**config.mk**
```make
export PLATFORM = sky130hd
export DESIGN_NAME = vt_stream_row_router_top_flat
export DESIGN_NICKNAME = d
export VERILOG_FILES = /design/src/design/vt_srr_pkg.sv /design/src/design/vt_srr_in_if.sv /design/src/design/vt_srr_out_if.sv /design/src/design/vt_stream_row_router_top.sv /design/src/design/vt_srr_front.sv /design/src/design/vt_srr_cmd_fifo.sv /design/src/design/vt_srr_back.sv /design/src/flat_wrapper.sv
export VERILOG_INCLUDE_DIRS = /design/src /design/src/design
export SDC_FILE = /design/constraint.sdc
export NUM_CORES = 1
export LEC_CHECK = 0
export BUFFER_PORTS_ARGS = -buffer_cell sky130_fd_sc_hd__buf_2
export CAP_MARGIN = 20
export CORE_MARGIN = 2
export CORE_UTILIZATION = 50
export CTS_CLUSTER_SIZE = 24
export DETAILED_ROUTE_END_ITERATION = 10
export PLACE_DENSITY_LB_ADDON = 0.12
export SETUP_SLACK_MARGIN = 0.3
export SKIP_LAST_GASP = 1
export SYNTH_ARGS = -nofsm -noshare
export SYNTH_HDL_FRONTEND = slang
export SYNTH_SLANG_ARGS = --single-unit
```
**constraint.sdc**
```tcl
create_clock -name clk_i -period 4.1 [get_ports clk_i]
set_input_delay 0.205 -clock clk_i [delete_from_list [all_inputs] [get_ports clk_i]]
set_output_delay 0.205 -clock clk_i [all_outputs]
set_load 0.01 [all_outputs]
```
**src/design/vt_stream_row_router_top_macros.svh**
```systemverilog
// Assertion macros for the terminal row router.
// Included by the modules that carry concurrent checks; no other dependencies.
`ifndef VT_STREAM_ROW_ROUTER_TOP_MACROS_SVH
`define VT_STREAM_ROW_ROUTER_TOP_MACROS_SVH
`ifndef SYNTHESIS
`define VT_ASSERT(label, clk, rst_n, prop) \
  label: assert property (@(posedge clk) disable iff (!(rst_n)) (prop)) \
    else $error("assertion failed");
`define VT_ASSERT_NEVER(label, clk, rst_n, cond) \
  label: assert property (@(posedge clk) disable iff (!(rst_n)) !(cond)) \
    else $error("forbidden condition seen");
`else
`define VT_ASSERT(label, clk, rst_n, prop)
`define VT_ASSERT_NEVER(label, clk, rst_n, cond)
`endif
`endif

```
**src/design/vt_srr_pkg.sv**
```systemverilog
// Shared types and constants for the terminal row router.
// No dependencies; used by every module of the block.
package vt_srr_pkg;

  localparam int unsigned MAX_ROWS             = 256;
  localparam int unsigned ROW_LIMIT_CAP        = (MAX_ROWS < 256) ? MAX_ROWS : 256;
  localparam int unsigned SEQ_BUFFER_BYTES_DEF = 64;
  localparam int unsigned CMD_FIFO_DEPTH       = 4;
  localparam int unsigned LEN_W                = 8;
  localparam int unsigned ROW_W                = 8;
  localparam int unsigned ROW_COUNT_W          = 9;

  localparam logic [ROW_COUNT_W-1:0] ROW_COUNT_RESET = 9'd24;
  localparam logic [15:0] ACC_MAX = 16'hFFFF;

  localparam logic [7:0] CHAR_ESC       = 8'h1B;
  localparam logic [7:0] CHAR_BEL       = 8'h07;
  localparam logic [7:0] CHAR_LBRACKET  = 8'h5B;
  localparam logic [7:0] CHAR_RBRACKET  = 8'h5D;
  localparam logic [7:0] CHAR_H         = 8'h48;
  localparam logic [7:0] CHAR_F         = 8'h66;
  localparam logic [7:0] CHAR_0         = 8'h30;
  localparam logic [7:0] CHAR_9         = 8'h39;
  localparam logic [7:0] CSI_FINAL_LO   = 8'h40;
  localparam logic [7:0] CSI_FINAL_HI   = 8'h7E;

  typedef enum logic [1:0] {
    CMD_ONE   = 2'd0,
    CMD_TWO   = 2'd1,
    CMD_FLUSH = 2'd2
  } cmd_kind_e;

  // One queued job for the back end: one byte, two bytes, or a buffered sequence
  typedef struct packed {
    cmd_kind_e        kind;
    logic [7:0]       b0;
    logic [7:0]       b1;
    logic             alw;
    logic [ROW_W-1:0] row;
    logic [LEN_W-1:0] len;
  } cmd_t;

  typedef struct packed {
    logic             we;
    logic [LEN_W-1:0] addr;
    logic [7:0]       data;
  } buf_wr_t;

endpackage

```
**src/design/vt_srr_in_if.sv**
```systemverilog
// Input byte channel of the terminal row router.
// Uses no package.
interface vt_srr_in_if;
  logic       valid;
  logic       ready;
  logic [7:0] data_byte;
  logic       end_of_buffer;

  modport source (output valid, output data_byte, output end_of_buffer, input ready);
  modport sink   (input valid, input data_byte, input end_of_buffer, output ready);
endinterface

```
**src/design/vt_srr_out_if.sv**
```systemverilog
// Result channel of the terminal row router.
// Uses no package.
interface vt_srr_out_if;
  logic       valid;
  logic       ready;
  logic [7:0] out_byte;
  logic       to_always;
  logic [7:0] dest_row;
  logic       last;

  modport source (output valid, output out_byte, output to_always, output dest_row,
                  output last, input ready);
  modport sink   (input valid, input out_byte, input to_always, input dest_row,
                  input last, output ready);
endinterface

```
**src/design/vt_stream_row_router_top.sv**
```systemverilog
// Terminal row router: tags each forwarded byte with a screen row or the always stream.
// Result path: queue entry, back end command register, output register.
// Throughput: one input byte per cycle while the 4-entry command queue has room;
// the back end drives one result per cycle while out ready is high, one per CSI byte.
// A new CSI byte waits while the previous CSI burst is still in the queue or draining.
// Reset: asynchronous, clears parser and queue state; the CSI buffer is not cleared.
module vt_stream_row_router_top import vt_srr_pkg::*; #(
  parameter int unsigned SEQ_BUFFER_BYTES = SEQ_BUFFER_BYTES_DEF
) (
  input  logic                   clk_i,
  input  logic                   rst_ni,
  vt_srr_in_if.sink              in_i,
  vt_srr_out_if.source           out_o,
  input  logic                   cfg_we_i,
  input  logic [ROW_COUNT_W-1:0] cfg_wdata_i
);

  logic    cmd_push;
  cmd_t    cmd_in;
  logic    fifo_full;
  logic    cmd_valid;
  cmd_t    cmd_out;
  logic    cmd_pop;
  logic    flush_done;
  buf_wr_t buf_wr;

  vt_srr_front #(
    .SEQ_BUFFER_BYTES(SEQ_BUFFER_BYTES)
  ) u_front (
    .clk_i       (clk_i),
    .rst_ni      (rst_ni),
    .in_i        (in_i),
    .cfg_we_i    (cfg_we_i),
    .cfg_wdata_i (cfg_wdata_i),
    .fifo_full_i (fifo_full),
    .flush_done_i(flush_done),
    .cmd_push_o  (cmd_push),
    .cmd_o       (cmd_in),
    .buf_wr_o    (buf_wr)
  );

  vt_srr_cmd_fifo u_cmd_fifo (
    .clk_i  (clk_i),
    .rst_ni (rst_ni),
    .push_i (cmd_push),
    .cmd_i  (cmd_in),
    .full_o (fifo_full),
    .pop_i  (cmd_pop),
    .valid_o(cmd_valid),
    .cmd_o  (cmd_out)
  );

  vt_srr_back #(
    .SEQ_BUFFER_BYTES(SEQ_BUFFER_BYTES)
  ) u_back (
    .clk_i       (clk_i),
    .rst_ni      (rst_ni),
    .cmd_valid_i (cmd_valid),
    .cmd_i       (cmd_out),
    .cmd_pop_o   (cmd_pop),
    .buf_wr_i    (buf_wr),
    .flush_done_o(flush_done),
    .out_o       (out_o)
  );

endmodule

```
**src/design/vt_srr_front.sv**
```systemverilog
// Parser front end: accepts bytes, tracks ESC/CSI/OSC state and the row register.
// Depends on vt_srr_pkg and vt_srr_in_if; feeds the command queue and the buffer.
module vt_srr_front import vt_srr_pkg::*; #(
  parameter int unsigned SEQ_BUFFER_BYTES = SEQ_BUFFER_BYTES_DEF
) (
  input  logic                   clk_i,
  input  logic                   rst_ni,
  vt_srr_in_if.sink              in_i,
  input  logic                   cfg_we_i,
  input  logic [ROW_COUNT_W-1:0] cfg_wdata_i,
  input  logic                   fifo_full_i,
  input  logic                   flush_done_i,
  output logic                   cmd_push_o,
  output cmd_t                   cmd_o,
  output buf_wr_t                buf_wr_o
);

  localparam int unsigned BufCap = SEQ_BUFFER_BYTES - 1;
  localparam int unsigned IdxW   = $clog2(SEQ_BUFFER_BYTES);

  localparam logic [2:0] ST_TEXT    = 3'd0;
  localparam logic [2:0] ST_ESC     = 3'd1;
  localparam logic [2:0] ST_CSI     = 3'd2;
  localparam logic [2:0] ST_OSC     = 3'd3;
  localparam logic [2:0] ST_OSC_END = 3'd4;

  logic [2:0]             state_q, state_d;
  logic                   alw_q, alw_d;
  logic [ROW_W-1:0]       row_q, row_d;
  logic [IdxW-1:0]        len_q, len_d;
  logic [15:0]            acc_q, acc_d;
  logic                   seen_q, seen_d;
  logic                   ended_q, ended_d;
  logic                   flush_busy_q;
  logic [ROW_COUNT_W-1:0] row_count_q;

  logic                   accept;
  logic [7:0]             ch;
  logic                   is_digit;
  logic                   is_final;
  logic [19:0]            acc_next;
  logic [15:0]            target;
  logic [ROW_COUNT_W-1:0] row_limit;
  logic [IdxW-1:0]        len_inc;

  assign ch     = in_i.data_byte;
  assign in_i.ready = !fifo_full_i && !((state_q == ST_CSI) && flush_busy_q);
  assign accept = in_i.valid && in_i.ready;

  assign is_digit = (ch >= CHAR_0) && (ch <= CHAR_9);
  assign is_final = (ch >= CSI_FINAL_LO) && (ch <= CSI_FINAL_HI);
  // acc * 10 + digit, as shifts
  assign acc_next = {1'b0, acc_q, 3'b000} + {3'b000, acc_q, 1'b0} + {12'd0, ch - CHAR_0};
  assign target   = seen_q ? (acc_q - 16'd1) : 16'd0;
  assign row_limit = (row_count_q > ROW_COUNT_W'(ROW_LIMIT_CAP)) ?
                     ROW_COUNT_W'(ROW_LIMIT_CAP) : row_count_q;
  assign len_inc  = IdxW'(len_q + IdxW'(1));

  always_comb begin
    state_d    = state_q;
    alw_d      = alw_q;
    row_d      = row_q;
    len_d      = len_q;
    acc_d      = acc_q;
    seen_d     = seen_q;
    ended_d    = ended_q;
    cmd_push_o = 1'b0;
    cmd_o      = '{kind: CMD_ONE, b0: ch, b1: ch, alw: alw_q, row: row_q, len: '0};
    buf_wr_o   = '{we: 1'b0, addr: LEN_W'(len_q), data: ch};
    if (accept) begin
      unique case (state_q)
        ST_TEXT: begin
          if (ch == CHAR_ESC) begin
            state_d = ST_ESC;
          end else begin
            cmd_push_o = 1'b1;
          end
        end
        ST_ESC: begin
          if (ch == CHAR_LBRACKET) begin
            // ESC and '[' are implied at the head of every flush
            state_d = ST_CSI;
            len_d   = IdxW'(2);
            acc_d   = '0;
            seen_d  = 1'b0;
            ended_d = 1'b0;
          end else if (ch == CHAR_RBRACKET) begin
            cmd_push_o = 1'b1;
            cmd_o.kind = CMD_TWO;
            cmd_o.b0   = CHAR_ESC;
            cmd_o.alw  = 1'b1;
            state_d    = ST_OSC;
          end else begin
            cmd_push_o = 1'b1;
            cmd_o.kind = CMD_TWO;
            cmd_o.b0   = CHAR_ESC;
            state_d    = ST_TEXT;
          end
        end
        ST_CSI: begin
          if (len_q < IdxW'(BufCap)) begin
            buf_wr_o.we = 1'b1;
            len_d       = len_inc;
            if (!ended_q) begin
              if (is_digit) begin
                acc_d  = (acc_next > {4'd0, ACC_MAX}) ? ACC_MAX : acc_next[15:0];
                seen_d = 1'b1;
              end else begin
                ended_d = 1'b1;
              end
            end
          end
          if (is_final) begin
            // final byte is never a digit, so the row parameter is already settled
            if ((ch == CHAR_H) || (ch == CHAR_F)) begin
              if (seen_q && (acc_q == 16'd0)) begin
                alw_d = 1'b1;
              end else if (target < {7'd0, row_limit}) begin
                alw_d = 1'b0;
                row_d = target[ROW_W-1:0];
              end
            end
            cmd_push_o = 1'b1;
            cmd_o.kind = CMD_FLUSH;
            cmd_o.alw  = alw_d;
            cmd_o.row  = row_d;
            cmd_o.len  = LEN_W'(len_d);
            len_d      = '0;
            state_d    = ST_TEXT;
          end
        end
        ST_OSC: begin
          if (ch == CHAR_BEL) begin
            cmd_push_o = 1'b1;
            cmd_o.alw  = 1'b1;
            alw_d      = 1'b1;
            state_d    = ST_TEXT;
          end else if (ch == CHAR_ESC) begin
            state_d = ST_OSC_END;
          end else begin
            cmd_push_o = 1'b1;
            cmd_o.alw  = 1'b1;
          end
        end
        ST_OSC_END: begin
          cmd_push_o = 1'b1;
          cmd_o.kind = CMD_TWO;
          cmd_o.b0   = CHAR_ESC;
          cmd_o.alw  = 1'b1;
          alw_d      = 1'b1;
          state_d    = ST_TEXT;
        end
        default: begin
          state_d = ST_TEXT;
        end
      endcase
      // drop any open sequence and select the always stream at a write buffer end
      if (in_i.end_of_buffer) begin
        state_d = ST_TEXT;
        alw_d   = 1'b1;
        row_d   = '0;
        len_d   = '0;
        acc_d   = '0;
        seen_d  = 1'b0;
        ended_d = 1'b0;
      end
    end
  end

  always_ff @(posedge clk_i or negedge rst_ni) begin
    if (!rst_ni) begin
      state_q      <= ST_TEXT;
      alw_q        <= 1'b1;
      row_q        <= '0;
      len_q        <= '0;
      acc_q        <= '0;
      seen_q       <= 1'b0;
      ended_q      <= 1'b0;
      flush_busy_q <= 1'b0;
      row_count_q  <= ROW_COUNT_RESET;
    end else begin
      state_q <= state_d;
      alw_q   <= alw_d;
      row_q   <= row_d;
      len_q   <= len_d;
      acc_q   <= acc_d;
      seen_q  <= seen_d;
      ended_q <= ended_d;
      // hold new CSI bytes until the back end has read out the previous sequence
      if (cmd_push_o && (cmd_o.kind == CMD_FLUSH)) begin
        flush_busy_q <= 1'b1;
      end else if (flush_done_i) begin
        flush_busy_q <= 1'b0;
      end
      if (cfg_we_i) begin
        row_count_q <= cfg_wdata_i;
      end
    end
  end

endmodule

```
**src/design/vt_srr_cmd_fifo.sv**
```systemverilog
// Short command queue between the parser front end and the output back end.
// Depends on vt_srr_pkg.
module vt_srr_cmd_fifo import vt_srr_pkg::*; (
  input  logic clk_i,
  input  logic rst_ni,
  input  logic push_i,
  input  cmd_t cmd_i,
  output logic full_o,
  input  logic pop_i,
  output logic valid_o,
  output cmd_t cmd_o
);

  localparam int unsigned PtrW = $clog2(CMD_FIFO_DEPTH);
  localparam int unsigned CntW = $clog2(CMD_FIFO_DEPTH + 1);

  cmd_t            entries_q [CMD_FIFO_DEPTH];
  logic [PtrW-1:0] wr_ptr_q;
  logic [PtrW-1:0] rd_ptr_q;
  logic [CntW-1:0] count_q;
  logic            do_push;
  logic            do_pop;

  assign full_o  = (count_q == CntW'(CMD_FIFO_DEPTH));
  assign valid_o = (count_q != '0);
  assign cmd_o   = entries_q[rd_ptr_q];
  assign do_push = push_i && !full_o;
  assign do_pop  = pop_i && valid_o;

  always_ff @(posedge clk_i) begin
    if (do_push) begin
      entries_q[wr_ptr_q] <= cmd_i;
    end
  end

  always_ff @(posedge clk_i or negedge rst_ni) begin
    if (!rst_ni) begin
      wr_ptr_q <= '0;
      rd_ptr_q <= '0;
      count_q  <= '0;
    end else begin
      if (do_push) begin
        wr_ptr_q <= (wr_ptr_q == PtrW'(CMD_FIFO_DEPTH - 1)) ? '0 : PtrW'(wr_ptr_q + PtrW'(1));
      end
      if (do_pop) begin
        rd_ptr_q <= (rd_ptr_q == PtrW'(CMD_FIFO_DEPTH - 1)) ? '0 : PtrW'(rd_ptr_q + PtrW'(1));
      end
      if (do_push && !do_pop) begin
        count_q <= CntW'(count_q + CntW'(1));
      end else if (do_pop && !do_push) begin
        count_q <= CntW'(count_q - CntW'(1));
      end
    end
  end

endmodule

```
**src/design/vt_srr_back.sv**
```systemverilog
// Output back end: runs queued commands, holds the CSI buffer, drives results.
// Depends on vt_srr_pkg, vt_srr_out_if and the assertion macro header.
`include "vt_stream_row_router_top_macros.svh"
module vt_srr_back import vt_srr_pkg::*; #(
  parameter int unsigned SEQ_BUFFER_BYTES = SEQ_BUFFER_BYTES_DEF
) (
  input  logic        clk_i,
  input  logic        rst_ni,
  input  logic        cmd_valid_i,
  input  cmd_t        cmd_i,
  output logic        cmd_pop_o,
  input  buf_wr_t     buf_wr_i,
  output logic        flush_done_o,
  vt_srr_out_if.source out_o
);

  localparam int unsigned BufCap = SEQ_BUFFER_BYTES - 1;
  localparam int unsigned IdxW   = $clog2(SEQ_BUFFER_BYTES);

  logic [7:0]       seq_mem [BufCap];

  logic             busy_q;
  cmd_t             cur_q;
  logic [LEN_W-1:0] idx_q;

  logic             out_valid_q;
  logic             sel_mem_q;
  logic [7:0]       byte_q;
  logic [7:0]       rd_q;
  logic             alw_q;
  logic [ROW_W-1:0] row_q;
  logic             last_q;

  logic             adv;
  logic             emit;
  logic             at_last;
  logic [LEN_W-1:0] cnt;
  logic [7:0]       elem_byte;
  logic             elem_mem;

  always_comb begin
    case (cur_q.kind)
      CMD_TWO:   cnt = LEN_W'(2);
      CMD_FLUSH: cnt = cur_q.len;
      default:   cnt = LEN_W'(1);
    endcase
  end

  assign adv      = !out_valid_q || out_o.ready;
  assign emit     = busy_q && adv;
  assign at_last  = (LEN_W'(idx_q + LEN_W'(1)) == cnt);
  assign cmd_pop_o = cmd_valid_i && (!busy_q || (emit && at_last));
  assign flush_done_o = emit && at_last && (cur_q.kind == CMD_FLUSH);

  always_comb begin
    elem_mem  = 1'b0;
    elem_byte = cur_q.b0;
    case (cur_q.kind)
      CMD_TWO: begin
        elem_byte = (idx_q == '0) ? cur_q.b0 : cur_q.b1;
      end
      CMD_FLUSH: begin
        if (idx_q == '0) begin
          elem_byte = CHAR_ESC;
        end else if (idx_q == LEN_W'(1)) begin
          elem_byte = CHAR_LBRACKET;
        end else begin
          elem_mem = 1'b1;
        end
      end
      default: begin
        elem_byte = cur_q.b0;
      end
    endcase
  end

  // sequence buffer: one write port from the parser, one registered read port
  always_ff @(posedge clk_i) begin
    if (buf_wr_i.we) begin
      seq_mem[buf_wr_i.addr[IdxW-1:0]] <= buf_wr_i.data;
    end
    if (emit) begin
      rd_q <= seq_mem[idx_q[IdxW-1:0]];
    end
  end

  always_ff @(posedge clk_i) begin
    if (emit) begin
      sel_mem_q <= elem_mem;
      byte_q    <= elem_byte;
      alw_q     <= cur_q.alw;
      row_q     <= cur_q.alw ? '0 : cur_q.row;
      last_q    <= at_last;
    end
    if (cmd_pop_o) begin
      cur_q <= cmd_i;
    end
  end

  always_ff @(posedge clk_i or negedge rst_ni) begin
    if (!rst_ni) begin
      busy_q      <= 1'b0;
      idx_q       <= '0;
      out_valid_q <= 1'b0;
    end else begin
      if (adv) begin
        out_valid_q <= emit;
      end
      if (cmd_pop_o) begin
        busy_q <= 1'b1;
        idx_q  <= '0;
      end else if (emit) begin
        if (at_last) begin
          busy_q <= 1'b0;
        end else begin
          idx_q <= LEN_W'(idx_q + LEN_W'(1));
        end
      end
    end
  end

  assign out_o.valid     = out_valid_q;
  assign out_o.out_byte  = sel_mem_q ? rd_q : byte_q;
  assign out_o.to_always = alw_q;
  assign out_o.dest_row  = row_q;
  assign out_o.last      = last_q;

  `VT_ASSERT_NEVER(a_wr_during_flush, clk_i, rst_ni, buf_wr_i.we && busy_q && (cur_q.kind == CMD_FLUSH))
  `VT_ASSERT(a_idx_in_range, clk_i, rst_ni, busy_q |-> (idx_q < cnt))
  `VT_ASSERT(a_flush_has_head, clk_i, rst_ni, (busy_q && (cur_q.kind == CMD_FLUSH)) |-> (cur_q.len >= LEN_W'(2)))

endmodule

```
**src/flat_wrapper.sv**
```systemverilog
// flat-port wrapper written by rule: the top's interface ports become plain ports
module vt_stream_row_router_top_flat import vt_srr_pkg::*;
#(
  parameter int unsigned SEQ_BUFFER_BYTES = SEQ_BUFFER_BYTES_DEF
)
  (clk_i, rst_ni, cfg_we_i, cfg_wdata_i, in_i_valid, in_i_data_byte, in_i_end_of_buffer, in_i_ready, out_o_valid, out_o_out_byte, out_o_to_always, out_o_dest_row, out_o_last, out_o_ready);
  vt_srr_in_if in_i_i ();
  vt_srr_out_if out_o_i ();
  input  logic clk_i;
  input  logic rst_ni;
  input  logic cfg_we_i;
  input  logic [ROW_COUNT_W-1:0] cfg_wdata_i;
  input wire logic [$bits(in_i_i.valid)-1:0] in_i_valid;
  input wire logic [$bits(in_i_i.data_byte)-1:0] in_i_data_byte;
  input wire logic [$bits(in_i_i.end_of_buffer)-1:0] in_i_end_of_buffer;
  output wire logic [$bits(in_i_i.ready)-1:0] in_i_ready;
  output wire logic [$bits(out_o_i.valid)-1:0] out_o_valid;
  output wire logic [$bits(out_o_i.out_byte)-1:0] out_o_out_byte;
  output wire logic [$bits(out_o_i.to_always)-1:0] out_o_to_always;
  output wire logic [$bits(out_o_i.dest_row)-1:0] out_o_dest_row;
  output wire logic [$bits(out_o_i.last)-1:0] out_o_last;
  input wire logic [$bits(out_o_i.ready)-1:0] out_o_ready;
  assign in_i_i.valid = in_i_valid;
  assign in_i_i.data_byte = in_i_data_byte;
  assign in_i_i.end_of_buffer = in_i_end_of_buffer;
  assign in_i_ready = in_i_i.ready;
  assign out_o_valid = out_o_i.valid;
  assign out_o_out_byte = out_o_i.out_byte;
  assign out_o_to_always = out_o_i.to_always;
  assign out_o_dest_row = out_o_i.dest_row;
  assign out_o_last = out_o_i.last;
  assign out_o_i.ready = out_o_ready;
  vt_stream_row_router_top #(.SEQ_BUFFER_BYTES(SEQ_BUFFER_BYTES)) u_core (.clk_i(clk_i), .rst_ni(rst_ni), .in_i(in_i_i), .out_o(out_o_i), .cfg_we_i(cfg_we_i), .cfg_wdata_i(cfg_wdata_i));
endmodule
```
Word level (Yosys, flattened, before mapping)

Memories as Yosys holds them, arrays and structs flattened. A register that Yosys moved wholly into a read port is not among the register bits.
Cells that the tools add are included.
W data, S select, Z words.

Bits in registers: 82
Bits in writable memories: 644
Input bits: 23
Output and inout port bits: 20
Logic and storage cells: 204
Memories kept: 2

Memories:

| memory                      | depth | width | read ports | clocked after memory_dff | write ports | line                  | text |
|---|---|---|---|---|---|---|---|
| u_core.u_back.seq_mem       | 63    | 8     | 1          | 1                        | 1           | vt_srr_back.sv:20     | `logic [7:0] seq_mem [BufCap];` |
| u_core.u_cmd_fifo.entries_q | 4     | 35    | 1          | 1                        | 1           | vt_srr_cmd_fifo.sv:17 | `cmd_t entries_q [CMD_FIFO_DEPTH];` |

Add/sub/neg operators: 10
Order comparisons: 8
Eq/ne operators: 27
Muxes and demuxes: 91
Bitwise operators: 1
Reduce and logical (&&, ||, !) cells: 45

Operators by type and width:

| operator                | number |
|---|---|
| $mux W16                | 8 |
| $mux W8                 | 13 |
| $pmux W8 S2             | 3 |
| $mux W1                 | 37 |
| $mux W17                | 2 |
| $eq A8 B7 Y1 const B    | 4 |
| $pmux W16 S2            | 1 |
| $mux W3                 | 8 |
| $mux W6                 | 4 |
| $add A19 B17 Y20        | 1 |
| $add A20 B8 Y20         | 1 |
| $gt A20 B16 Y1 const B  | 1 |
| $mux W9                 | 2 |
| $ne A3 B3 Y1 const B    | 6 |
| $logic_not A16 Y1       | 1 |
| $lt A16 B9 Y1           | 1 |
| $sub A16 B1 Y16 const B | 1 |
| $logic_and A1 B1 Y1     | 15 |
| $pmux W3 S4             | 1 |
| $pmux W6 S2             | 1 |
| $reduce_and A4 Y1       | 3 |
| $reduce_bool A2 Y1      | 6 |
| $mux W10                | 1 |
| $gt A9 B9 Y1 const B    | 1 |
| 40 further kinds        | 60 |

Logic depth before layout (Yosys ltp)

Word-level depth: 11
Depth in mapped cells: 18

By module

Synthesis repeated with hierarchy kept, for this count alone.

Cells, all modules: 1876
Area, all modules: 32841.5 µm²

By module, submodules not included:

| module          | times used | cells an instance | area each (µm²) |
|---|---|---|---|
| vt_srr_back     | 1          | 1124              | 22706.8 |
| vt_srr_cmd_fifo | 1          | 220               | 5565.3 |
| vt_srr_front    | 1          | 532               | 4569.4 |

Least setup slack after synthesis

OpenSTA, ideal clock, no wires.

Path type: reg2reg
Start point: reg u_core.u_back.idx_q[0]
End point: reg u_core.u_cmd_fifo.count_q[1]
Data arrival time: 4.415 ns
Required time: 3.975 ns
Setup slack: -0.440 ns
Cell stages (with the launch flop): 17
Buffers on the path: 4
Path through: dfrtp_1 buf_2 buf_2 buf_2 clkbuf_1 inv_1 ha_1 o21ai_0 o211ai_1 nor4_2 a31o_2 and2b_1 inv_1 ha_1 inv_1 fa_1 mux2_2

Cells in the longest elaborated chain, start to end: 9
Elaborated cells on any way between the ends: 11

Ends and longest elaborated chain:

| what                                                 | line                           | text |
|---|---|---|
| start, declared                                      | vt_srr_back.sv:24              | `logic [LEN_W-1:0] idx_q;` |
| start signal, assigned                               | vt_srr_back.sv:116             | `idx_q <= LEN_W'(idx_q + LEN_W'(1));` |
| $add A8 B1 Y8 *                                      | vt_srr_back.sv:51              | `assign at_last = (LEN_W'(idx_q + LEN_W'(1)) == cnt);` |
| $eq A8 B8 Y1 *                                       | vt_srr_back.sv:51              |  |
| $logic_and A1 B1 Y1 *                                | vt_srr_back.sv:52              | `assign cmd_pop_o = cmd_valid_i && (!busy_q \|\| (emit && at_last));` |
| $logic_or A1 B1 Y1 *                                 | vt_srr_back.sv:52              |  |
| $logic_and A1 B1 Y1 *                                | vt_srr_back.sv:52              |  |
| named net u_core.cmd_pop                             | vt_stream_row_router_top.sv:23 | `logic cmd_pop;` |
| $logic_and A1 B1 Y1 *                                | vt_srr_cmd_fifo.sv:28          | `assign do_pop = pop_i && valid_o;` |
| $logic_not A1 Y1                                     | vt_srr_cmd_fifo.sv:48          | `if (do_push && !do_pop) begin` |
| $logic_and A1 B1 Y1                                  | vt_srr_cmd_fifo.sv:48          |  |
| $mux W3 / $reduce_bool A2 Y1 (equally long branches) | --                             |  |
| end signal, assigned                                 | vt_srr_cmd_fifo.sv:49          | `count_q <= CntW'(count_q + CntW'(1));` |
| end signal, assigned                                 | vt_srr_cmd_fifo.sv:51          | `count_q <= CntW'(count_q - CntW'(1));` |
| end, declared                                        | vt_srr_cmd_fifo.sv:20          | `logic [CntW-1:0] count_q;` |

The timed path passes the listed nets; every way through them passes the cells marked *.
A chain may end at the register's enable or synchronous reset.

==> results.ini <==
[timing]
min_period_over_period_pct = 86.6
tns_ns = 0
slew_violations = 0
period_minus_slack_ns = 3.55
hold_violations = 0
max_slew_margin_pct = 38.4
tightestPinTransition_ns = 0.924
rsz0062_at_grt = yes
max_freq_ghz = 0.282
skew_ns = 0.0171
hold-worst-slack_ns = 0.132
setup_viol = 0

[clocking]
tritoncts = yes
cts_max_level = 3
clk_root_buffer_cell = clkbuf_16
cts.clk_slew.worst_paths_ns = 0.06
numClockSinks = 759
clock_path_buffers = 3
cts_made_buffers = 77
insertion_delay_ns = 0.61

[logic_synthesis]
synth_compound_area_share_pct = 4.27
synthAdderAreaFrac_pct = 2.48
synth_ff_type = edfxtp_1
synth_edf_count = 696
synth_simple_gate_area_share_pct = 5.14
synthMuxAreaShare_pct = 15.3
postSynthCellCount = 1738
yosys_warnings = 0
synthXorXnorAreaFrac_pct = 0.905
syn_avg_cell_area_um2 = 18.4
seq_area_frac_synth_pct = 70.4
synth.distinct_cells = 83
async_reset_ff_share_pct = 8.30
synth_nets = 1820
syn_area_um2 = 31900
ys_ff_latch = 759
synth_top_family_by_area = multiplexers

[die]
die_h_um = 257
start_util_pct = 50.6
core_region_area_um2 = 63100
ios = 43
die-area_um2 = 65900
die_w_um = 257
std_cell_rows = 92

[pwr]
p_leak_nw = 12.4
ir_worst_vdd_mv = 0.439
powerDensity_nw_per_um2 = 530

[status]
run_status = completed

[cells_and_area]
fillers = 4818
fin_util_pct = 57.8
instances_no_fill = 2813
areaGrowthSynthToFinish_pct = 14.1
drive_above_1_share_pct = 26.6
n_antenna_cell = 0
finish.net_count = 1991
stdcell_area_um2 = 36400

[drt]
dr.pass1.iters = 5
post-route-drc-count = 0
drtIter0Drc = 1652
finalWirelength_um = 71300
drt-vias-per-instance = 5.93
wl_per_cell_um = 25.4
detail-route-antenna-nets = 0
via_count = 16686

[worst_setup_path]
slowest_stage = or4_4
worst-r2r-setup-slack_ns = 0.55
crit_arrival_ns = 3.90
max_stage_delay_ns = 0.59
cp-start-kind = register
worstPathCellList = or4_4, or2_1, xnor2_1, and2_1, ha_1, nor2_1, nand2_1, a221oi_1, o21ai_0, nand3_1, nand3_4, mux2_4
cp_max_fo = 8
path_class = reg2reg
cp.required_ns = 4.45
end_kind = register

[placed_design]
place_area_um2 = 33700
gp_congestion = 0.834
dp_hpwl_um = 45000
dp_cells = 2651
port_buffers = 42

[global_route]
first_global_vias = 16735
grt_max_degree = 98
grt-ovfl-total = 0
grt_pass1_wl_um = 108000
grt_usage_pct = 22.1
antenna_found_initial = 3

[job]
cap_viol_max_count = 0

[min_path]
min_path_type = in2reg

-- metrics by stage --
step | setup WS, ns | power (mW)
2_1_floorplan | 0.307 | 11.4
3_3_place_gp | 0.459 | 12.7
3_5_place_dp | 0.350 | 12.7
4_1_cts | 0.408 | 19.5
5_1_grt | 0.300 | 20.0
6_report | 0.551 | 19.3
-- synthesized netlist by cell type (all sizes together), types with 7 or more instances --
library cell	instances	area, µm²
o21ai	51	255
xnor2	21	184
nand2b	7	43.8
or2	8	50.1
and3	7	43.8
buf	27	133
and2	12	75.1
or3	8	51.3
o21a	8	60.1
nand2	76	288
a22o	8	70.1
nand3	17	97.6
fa	7	140
clkbuf	60	225
or4	7	60.1
a211oi	14	105
a21oi	29	145
mux2	29	353
nor2	119	447
nor2b	20	125
inv	32	120
edfxtp	696	20900
nor3	12	60.1
a31oi	15	93.8
a21boi	9	67.6
mux4	193	4350
mux2i	20	200
xor2	12	105
ha	52	651
a221o	14	140
nand4	9	56.3
o211ai	11	82.6
dfrtp	60	1500
-- cell type report --
class | instances | area [µm²] | area share, %
timing repair buffer | 179 | 1330 | 3.65
clock inverter | 32 | 278 | 0.762
sequential | 759 | 22500 | 61.7
multi-input combinational | 859 | 9010 | 24.7
inverter | 33 | 124 | 0.340
tap | 846 | 1060 | 2.90
clock buffer | 105 | 2160 | 5.92
-- layer usage --
metal | GRT usage [%] | vias up | part of all wire (%)
li1 | - | 7356 | -
met1 | 33.1 | 8736 | 45
met2 | 34.3 | 498 | 47
met3 | 3.49 | 94 | 6.0
met4 | 5.68 | 2 | 2.0
met5 | 0 | - | 0.020
-- timing repair --
item,4_1_cts,5_1_grt
hold buffers,25,0
setup endpoints to repair,0,83
setup buffers,0,0
endpoints found under the hold margin,84,0
gates resized for setup,0,15
-- logic make-up after synthesis --
family / count (synthesis)
DFF: 759
and+or+nand+nor: 329
muxes: 242
AOI/OAI and AO/OA: 196
buffers and inverters: 120
adders and majority gates: 59
xor gates and xnor gates: 33
-- state kept, by name, indices dropped and copies added (netlist names), 8 cells and up --
| register | flops |
|---|---|
| u_core.u_back.out_o.dest_row | 8 |
| u_core.u_back.idx_q | 8 |
| u_core.u_front.row_count_q | 9 |
| u_core.u_front.row_q | 8 |
| u_core.u_front.acc_q | 16 |
| u_core.u_back.byte_q | 8 |
| u_core.u_back.rd_q | 8 |
| u_core.u_back.cur_q | 33 |
| u_core.u_back.seq_mem | 504 |
| u_core.u_cmd_fifo.entries_q | 132 |
-- cell usage in the layout, fill, tap and decap left out, types with 20 or more instances in the layout --
cell type	Yosys	layout
inv_1	32	32
xnor2_1	21	21
clkbuf_1	60	20
a21oi_1	29	29
o21ai_0	50	48
edfxtp_1	696	696
nor2b_1	20	20
nand2_1	75	75
ha_1	52	52
mux4_2	193	193
mux2_2	22	22
nor2_1	119	115
dfrtp_1	60	54
mux2i_1	20	20
clkbuf_16	0	81
buf_2	13	41
buf_4	0	110
dlygate4sd3_1	0	25
-- worst max-delay path: cells and delay by family, from the launching register on --
kind	cells	cell delay, ns
mux	1	0.38
simple gates	7	1.69
flops	1	0.47
fa+ha+maj	1	0.22
xor+xnor	1	0.15
compound gates	2	0.36
-- path summary, 6_finish.rpt --
| kind | cells past startpoint | startpoint | end |
|---|---|---|---|
| min in group asynchronous | 3 | rst_ni | u_core.u_cmd_fifo.rd_ptr_q[0]$_DFFE_PN0P_ |
| hold / removal | 5 | in_i_valid | u_core.u_front.state_q[2]$_DFFE_PN0P_ |
| setup / recovery | 12 | u_core.u_front.acc_q[2]$_DFFE_PN0P_ | u_core.u_cmd_fifo.entries_q[3][10]$_DFFE_PP_ |
| max in group asynchronous | 3 | rst_ni | u_core.u_back.idx_q[0]$_DFFE_PN0P_ |
| setup reg to reg | 12 | u_core.u_front.acc_q[2]$_DFFE_PN0P_ | u_core.u_cmd_fifo.entries_q[3][10]$_DFFE_PP_ |
| hold reg to reg | 1 | u_core.u_front.flush_busy_q$_DFFE_PN0P_ | u_core.u_front.flush_busy_q$_DFFE_PN0P_ |
-- report_power, final --
| group | switching [mW] | internal, mW |
|---|---|---|
| Combinational | 1.91 | 1.51 |
| Sequential | 0.227 | 8.92 |
| Clock | 2.83 | 3.94 |
| Total | 4.97 | 14.4 |
Note: power is estimated with default switching activity, not from simulation.
